[src/hw/rtl/xbrd_pkg.sv]
// Package for the bounded xorshift random delay block.
// Holds widths, register indexes, sequencer states, the divider status
// struct and the generator step function. No dependencies.
package xbrd_pkg;

  localparam int BOUND_W = 16;
  localparam int SPAN_W  = 17;
  localparam int STATE_W = 32;
  localparam int CFG_IDX_W = 2;

  localparam int SHIFT_A = 13;
  localparam int SHIFT_B = 17;
  localparam int SHIFT_C = 5;

  localparam logic [STATE_W-1:0] GEN_RESET = 32'd1;

  typedef enum logic [CFG_IDX_W-1:0] {
    REG_LOWER = 2'd0,
    REG_UPPER = 2'd1,
    REG_SEED  = 2'd2
  } cfg_reg_t;

  typedef enum logic [1:0] {
    ST_IDLE,
    ST_DIVIDE,
    ST_FINISH
  } seq_state_t;

  typedef struct packed {
    logic busy;
    logic done;
  } rem_status_t;

  function automatic logic [STATE_W-1:0] xorshift_step(input logic [STATE_W-1:0] x);
    logic [STATE_W-1:0] a;
    logic [STATE_W-1:0] b;
    logic [STATE_W-1:0] c;
    a = x ^ (x << SHIFT_A);
    b = a ^ (a >> SHIFT_B);
    c = b ^ (b << SHIFT_C);
    return c;
  endfunction

endpackage

[src/hw/rtl/xbrd_rem.sv]
// Bit-serial restoring remainder unit: one dividend bit per cycle.
// Depends on xbrd_pkg for widths and the status struct.
module xbrd_rem
  import xbrd_pkg::*;
(
  input  logic                clk,
  input  logic                rst_n,
  input  logic                start,
  input  logic [STATE_W-1:0]  dividend,
  input  logic [SPAN_W-1:0]   divisor,
  output rem_status_t         status,
  output logic [SPAN_W-1:0]   remainder
);

  localparam int CNT_W = $clog2(STATE_W);
  localparam logic [CNT_W-1:0] CNT_LAST = CNT_W'(STATE_W - 1);

  logic [STATE_W-1:0] dvd_r, dvd_nxt;
  logic [SPAN_W-1:0]  dsr_r, dsr_nxt;
  logic [SPAN_W-1:0]  rem_r, rem_nxt;
  logic [CNT_W-1:0]   cnt_r, cnt_nxt;
  logic               busy_r, busy_nxt;
  logic               done_r, done_nxt;
  logic [SPAN_W:0]    trial;
  logic [SPAN_W:0]    diff;

  assign trial = {rem_r, dvd_r[STATE_W-1]};
  assign diff  = trial - {1'b0, dsr_r};

  always_comb begin
    dvd_nxt  = dvd_r;
    dsr_nxt  = dsr_r;
    rem_nxt  = rem_r;
    cnt_nxt  = cnt_r;
    busy_nxt = busy_r;
    done_nxt = 1'b0;
    if (start) begin
      dvd_nxt  = dividend;
      dsr_nxt  = divisor;
      rem_nxt  = '0;
      cnt_nxt  = '0;
      busy_nxt = 1'b1;
    end else if (busy_r) begin
      dvd_nxt = dvd_r << 1;
      if (trial >= {1'b0, dsr_r}) begin
        rem_nxt = diff[SPAN_W-1:0];
      end else begin
        rem_nxt = trial[SPAN_W-1:0];
      end
      cnt_nxt = cnt_r + 1'b1;
      if (cnt_r == CNT_LAST) begin
        busy_nxt = 1'b0;
        done_nxt = 1'b1;
      end
    end
  end

  always_ff @(posedge clk) begin
    if (!rst_n) begin
      busy_r <= 1'b0;
      done_r <= 1'b0;
      cnt_r  <= '0;
    end else begin
      busy_r <= busy_nxt;
      done_r <= done_nxt;
      cnt_r  <= cnt_nxt;
    end
  end

  always_ff @(posedge clk) begin
    dvd_r <= dvd_nxt;
    dsr_r <= dsr_nxt;
    rem_r <= rem_nxt;
  end

  assign status.busy = busy_r;
  assign status.done = done_r;
  assign remainder   = rem_r;

endmodule

[src/hw/rtl/xorshift_bounded_random_delay.sv]
// Top level of the bounded xorshift random delay block: configuration
// registers, sequencer, generator state and output register.
// Depends on xbrd_pkg and xbrd_rem.
//
// Each request transfers one restart bit in and yields one value in
// [lower_bound, upper_bound]. With a valid range, the generator steps and
// the remainder unit loads at the transfer edge. The bit-serial remainder
// then works through the dividend, one dividend bit per cycle. The result
// register then takes the sum with the lower bound, and the output
// register loads from it. in_stall drops in the cycle after that load, so
// the next request is taken only once the result is in the output register.
// A range with upper_bound not above lower_bound answers with lower_bound
// and skips the remainder unit. in_stall stays high while a request
// is in work. A finished result waits in the output register while the
// next request is taken. The sequencer holds the result while the output
// register is full and stalled.
module xorshift_bounded_random_delay
  import xbrd_pkg::*;
(
  input  logic                 clk,
  input  logic                 rst_n,
  input  logic                 cfg_we,
  input  logic [CFG_IDX_W-1:0] cfg_index,
  input  logic [STATE_W-1:0]   cfg_data,
  input  logic                 in_valid,
  output logic                 in_stall,
  input  logic                 in_restart,
  output logic                 out_valid,
  input  logic                 out_stall,
  output logic [BOUND_W-1:0]   out_drawn_value
);

  seq_state_t          state_r, state_nxt;
  logic [BOUND_W-1:0]  lower_r, upper_r;
  logic [STATE_W-1:0]  seed_r;
  logic [STATE_W-1:0]  gen_r, gen_nxt;
  logic [BOUND_W-1:0]  result_r, result_nxt;
  logic                out_valid_r, out_valid_nxt;
  logic [BOUND_W-1:0]  out_value_r, out_value_nxt;

  logic                in_xfer;
  logic                out_free;
  logic                range_empty;
  logic [SPAN_W-1:0]   span;
  logic [STATE_W-1:0]  start_state;
  logic [STATE_W-1:0]  stepped;
  logic                rem_start;
  rem_status_t         rem_status;
  logic [SPAN_W-1:0]   rem_value;

  assign in_xfer     = in_valid && !in_stall;
  assign out_free    = !out_valid_r || !out_stall;
  assign range_empty = (upper_r <= lower_r);
  assign span        = {1'b0, upper_r} - {1'b0, lower_r} + SPAN_W'(1);
  assign start_state = in_restart ? ((seed_r == '0) ? GEN_RESET : seed_r) : gen_r;
  assign stepped     = xorshift_step(start_state);

  xbrd_rem u_rem (
    .clk       (clk),
    .rst_n     (rst_n),
    .start     (rem_start),
    .dividend  (stepped),
    .divisor   (span),
    .status    (rem_status),
    .remainder (rem_value)
  );

  always_ff @(posedge clk) begin
    if (!rst_n) begin
      lower_r <= '0;
      upper_r <= '0;
      seed_r  <= GEN_RESET;
    end else if (cfg_we) begin
      unique case (cfg_index)
        REG_LOWER: lower_r <= cfg_data[BOUND_W-1:0];
        REG_UPPER: upper_r <= cfg_data[BOUND_W-1:0];
        REG_SEED:  seed_r  <= cfg_data;
        default:   ;
      endcase
    end
  end

  always_comb begin
    state_nxt = state_r;
    unique case (state_r)
      ST_IDLE: begin
        if (in_xfer) begin
          state_nxt = range_empty ? ST_FINISH : ST_DIVIDE;
        end
      end
      ST_DIVIDE: begin
        if (rem_status.done) begin
          state_nxt = ST_FINISH;
        end
      end
      ST_FINISH: begin
        if (out_free) begin
          state_nxt = ST_IDLE;
        end
      end
      default: state_nxt = ST_IDLE;
    endcase
  end

  always_comb begin
    in_stall      = (state_r != ST_IDLE);
    rem_start     = 1'b0;
    gen_nxt       = gen_r;
    result_nxt    = result_r;
    out_valid_nxt = out_valid_r && out_stall;
    out_value_nxt = out_value_r;
    unique case (state_r)
      ST_IDLE: begin
        if (in_xfer) begin
          if (range_empty) begin
            gen_nxt    = start_state;
            result_nxt = lower_r;
          end else begin
            gen_nxt   = stepped;
            rem_start = 1'b1;
          end
        end
      end
      ST_DIVIDE: begin
        if (rem_status.done) begin
          result_nxt = lower_r + rem_value[BOUND_W-1:0];
        end
      end
      ST_FINISH: begin
        if (out_free) begin
          out_valid_nxt = 1'b1;
          out_value_nxt = result_r;
        end
      end
      default: ;
    endcase
  end

  always_ff @(posedge clk) begin
    if (!rst_n) begin
      state_r     <= ST_IDLE;
      gen_r       <= GEN_RESET;
      out_valid_r <= 1'b0;
    end else begin
      state_r     <= state_nxt;
      gen_r       <= gen_nxt;
      out_valid_r <= out_valid_nxt;
    end
  end

  always_ff @(posedge clk) begin
    result_r    <= result_nxt;
    out_value_r <= out_value_nxt;
  end

  assign out_valid       = out_valid_r;
  assign out_drawn_value = out_value_r;

  a_gen_nonzero: assert property (@(posedge clk) disable iff (!rst_n)
    gen_r != '0)
    else $error("generator state reached zero");

  a_done_in_divide: assert property (@(posedge clk) disable iff (!rst_n)
    rem_status.done |-> (state_r == ST_DIVIDE))
    else $error("remainder finished outside the divide phase");

  a_rem_below_span: assert property (@(posedge clk) disable iff (!rst_n)
    rem_status.done |-> (rem_value < span))
    else $error("remainder not below span");

  a_empty_range: assert property (@(posedge clk) disable iff (!rst_n)
    (in_xfer && range_empty) |=> (state_r == ST_FINISH) && (result_r == $past(lower_r)))
    else $error("empty range did not return lower bound");

endmodule

[config.mk]
export PLATFORM = sky130hd
export DESIGN_NAME = xorshift_bounded_random_delay
export DESIGN_NICKNAME = d
export VERILOG_FILES = /design/src/hw/rtl/xbrd_pkg.sv /design/src/hw/rtl/xbrd_rem.sv /design/src/hw/rtl/xorshift_bounded_random_delay.sv
export SDC_FILE = /design/constraint.sdc
export NUM_CORES = 1
export LEC_CHECK = 0
export BUFFER_PORTS_ARGS = -buffer_cell sky130_fd_sc_hd__buf_2
export CORE_ASPECT_RATIO = 2
export CORE_MARGIN = 1
export CORE_UTILIZATION = 40
export DETAILED_ROUTE_END_ITERATION = 6
export PLACE_DENSITY = 0.62
export SYNTH_ARGS = -nofsm -noshare
export SYNTH_HDL_FRONTEND = slang
export SYNTH_SLANG_ARGS = --single-unit
[constraint.sdc]
create_clock -name clk -period 8.01 [get_ports clk]
set_input_delay 0.4005 -clock clk [delete_from_list [all_inputs] [get_ports clk]]
set_output_delay 0.4005 -clock clk [all_outputs]
set_load 0.005 [all_outputs]
==> results.sh <==
export IMPL_dr_pass1_iters=6
export IMPL_drive_gt1_share_pct=9.84
export IMPL_async_flop_share_pct=0
export IMPL_regArea_um2=4890
export IMPL_synth_seq_area_share_pct=40.4
export IMPL_cts_num_sinks=204
export IMPL_ioPinCount=58
export IMPL_relSlewSlack_pct=17.1
export IMPL_routedWlPerCell_um=20.1
export IMPL_worst_setup_path_end_kind="register"
export IMPL_holdBufCountCts=0
export IMPL_cts_repair_resized=0
export IMPL_final_nets=1475
export IMPL_grt_pass1_vias=9685
export IMPL_power_leakage_nw=5.37
export IMPL_dieArea_um2=31000
export IMPL_synth_seq_cells=204
export IMPL_post_synth_num_cell_types=69
export IMPL_gp_congestion=0.962
export IMPL_p_comb_share_pct=39.3
export IMPL_nFillCells=2903
export IMPL_cts_root_buf="clkbuf_16"
export IMPL_status="complete, but fails checks"
export IMPL_tightest_slew_ps=1240
export IMPL_grt_max_degree=103
export IMPL_portBuffers=57
export IMPL_cap_violations=0
export IMPL_cts_tree="yes"
export IMPL_antenna_cells=0
export IMPL_multi_input_area_um2=6670
export IMPL_ys_flop_type="dfxtp_1"
export IMPL_coreArea_um2=29600
export IMPL_finalCritPeriodShare_pct=45.4
export IMPL_synth_fp_nets=1456
export IMPL_critPathMaxFanout=40
export IMPL_total_power_mw=3.97
export IMPL_ys_warn_count=0
export IMPL_core_rowCount=89
export IMPL_netlist_instances=1339
export IMPL_cts_reportedPaths_clkPinSlew_ps=70
export IMPL_grt_pass1_wl_mm=53.6
export IMPL_hold_ws_ps=148
export IMPL_hold_class="in2reg"
export IMPL_setup_viol_count_final=0
export IMPL_start_kind="register"
export IMPL_seqPwrFrac_pct=37.6
export IMPL_vias_per_cell=5.53
export IMPL_htree_num_levels=1
export IMPL_cts_buffers=21
export IMPL_drtIter0Drc=517
export IMPL_synth_edf_count=81
export IMPL_post_place_ws_ps=4380
export IMPL_ant_nets=0
export IMPL_drc_errors=2
export IMPL_synth_area_per_cell_um2=9.04
export IMPL_fin_crit_ps=3640
export IMPL_worstSetupPathType="reg2reg"
export IMPL_timing_final_ws_setup_ps=4370
export IMPL_crit_arrival_ps=3900
export IMPL_synth_area_um2=12100
export IMPL_track_usage_pct=22.9
export IMPL_fin_worst_skew_ps=13.6
export IMPL_swShare_pct=38.7
export IMPL_initial_core_util_pct=40.9
export IMPL_post_cts_buffers=0
export IMPL_peakVddDrop_mv=0.187
export IMPL_vias=9601
export IMPL_syn_to_final_growth_pct=9.47
export IMPL_switching_power_mw=1.54
export IMPL_violations="DRC"
export IMPL_hpwl_mm=26.5
export IMPL_powerDensity_nw_per_um2=300
export IMPL_antenna_found_initial=0
export IMPL_p_int_mw=2.44
export IMPL_gr_total_overflow=0
export IMPL_cp_required_ps=8270
export IMPL_clock_latency_ps=510
export IMPL_finalHoldViolCount=0
export IMPL_die_h_um=248
export IMPL_clk_path_buf_depth=3
export IMPL_die_w_um=125
export IMPL_wirelength_mm=34.9
export IMPL_clkPwrFrac_pct=23.1
export IMPL_fin_tns_setup_ps=0
export IMPL_rsz0062_at_grt="no"
export IMPL_drv_slew=0
export IMPL_fmax_ghz=0.275
[worst paths after layout]
path / start / to / slack [ps] / cells after the start
worst max-delay path: lower_r[13] / u_rem.dvd_r[14] / 4370 / 10
worst max register to register: lower_r[13] / u_rem.dvd_r[14] / 4370 / 10
worst min register to register: result_r[7] / out_drawn_value[7] / 420 / 0
worst min-delay path: cfg_data[18] / seed_r[18] / 150 / 3
[through the flow]
stage	utilization [%]	area [um2]	cells
3_5_place_dp	42.6	12600	1699
4_1_cts	44.7	13200	1736
5_1_grt	44.7	13200	1736
3_3_place_gp	42.6	12600	1699
2_1_floorplan	-	12100	1339
6_report	44.7	13200	1736
[cell usage after synthesis, types with 3 or more instances]
cell type | number | share of area [%]
mux2_2 | 12 | 1.1
and3_1 | 7 | 0.36
dfxtp_1 | 123 | 20
clkbuf_1 | 57 | 1.8
fa_1 | 10 | 1.7
nand3_1 | 7 | 0.29
ha_1 | 67 | 6.9
a31oi_1 | 13 | 0.67
inv_1 | 60 | 1.9
a21boi_0 | 67 | 4.2
buf_6 | 4 | 0.37
edfxtp_1 | 81 | 20
nand2_1 | 209 | 6.5
o221a_2 | 8 | 0.74
nor2_1 | 105 | 3.3
o21ai_0 | 91 | 3.8
nand2b_1 | 20 | 1.0
buf_2 | 6 | 0.25
o211a_1 | 20 | 1.7
nand4_1 | 6 | 0.31
nor2b_1 | 7 | 0.36
a21o_1 | 13 | 0.81
buf_1 | 4 | 0.12
o21ai_1 | 4 | 0.17
o211ai_1 | 6 | 0.37
and4_1 | 3 | 0.22
o31ai_1 | 5 | 0.31
a21oi_1 | 70 | 2.9
nor4_1 | 9 | 0.47
mux2i_1 | 20 | 1.7
nand3b_1 | 3 | 0.19
nor3_1 | 8 | 0.33
xnor2_1 | 82 | 5.9
nor3b_1 | 27 | 1.7
a211oi_1 | 6 | 0.37
xor2_1 | 55 | 4.0
o21a_1 | 6 | 0.37
o21bai_1 | 3 | 0.19
[registers in the layout (all words and copies together), names as in the netlist]
register and cells:
out_valid 1, lower_r 16, u_rem.cnt_r 5, state_r 2, upper_r 16, result_r 16, seed_r 32, u_rem.dvd_r 32
u_rem.remainder 17, out_drawn_value 16, u_rem.done_r 1, u_rem.busy_r 1, u_rem.dsr_r 17, gen_r 32
[layer usage]
layer / up-vias / GRT usage (%) / part of all wire (%)
met5: - / 0 / 0
met4: 0 / 25.9 / 13
met3: 142 / 2.22 / 3.2
met2: 255 / 43.6 / 52
met1: 4537 / 19.7 / 32
li1: 4667 / - / -
[critical path, stage by stage, from the launching register on]
cell and delay [ps]:
dfxtp_1 380, inv_1 100, ha_1 320, nand2_1 110
or4_1 540, nor2_1 120, o21a_1 200, o21a_4 480
nand2_2 110, inv_2 580, mux2_2 420
[logic make-up after synthesis]
family          count (synthesis)  synth area share [%]
buf+inv                       134                  4.51
mux                            32                  2.77
fa+ha+maj                      77                  8.58
flops                         204                  40.4
simple gates                  422                  15.7
compound gates                333                  18.1
xor+xnor                      137                  9.92
[cell type report]
cell class	count	share of cell area, %
clock buffer	24	4.20
sequential	204	36.9
inverter	61	1.73
timing repair buffer	69	2.83
clock inverter	13	0.529
tap	364	3.44
multi-input combinational	1001	50.3
[power groups by stage]
stage / combinational (mW) / sequential [mW] / clock [mW]
2_1_floorplan: 1.16 / 1.43 / 0
5_1_grt: 1.71 / 1.51 / 0.980
6_report: 1.56 / 1.49 / 0.917
3_3_place_gp: 1.52 / 1.52 / 0
3_5_place_dp: 1.55 / 1.52 / 0
4_1_cts: 1.56 / 1.50 / 0.942
[placed cells by master (no fill, tap or decap), types with 21 or more instances in the layout]
master       n
a21oi_1     70
nand2_1    209
o21ai_0     91
ha_1        67
nor3b_1     26
a21boi_0    67
clkbuf_16   21
inv_1       60
xnor2_1     82
nor2_1     105
buf_2       57
edfxtp_1    81
dfxtp_1    123
xor2_1      55
Power figures use the tool's default switching activity.
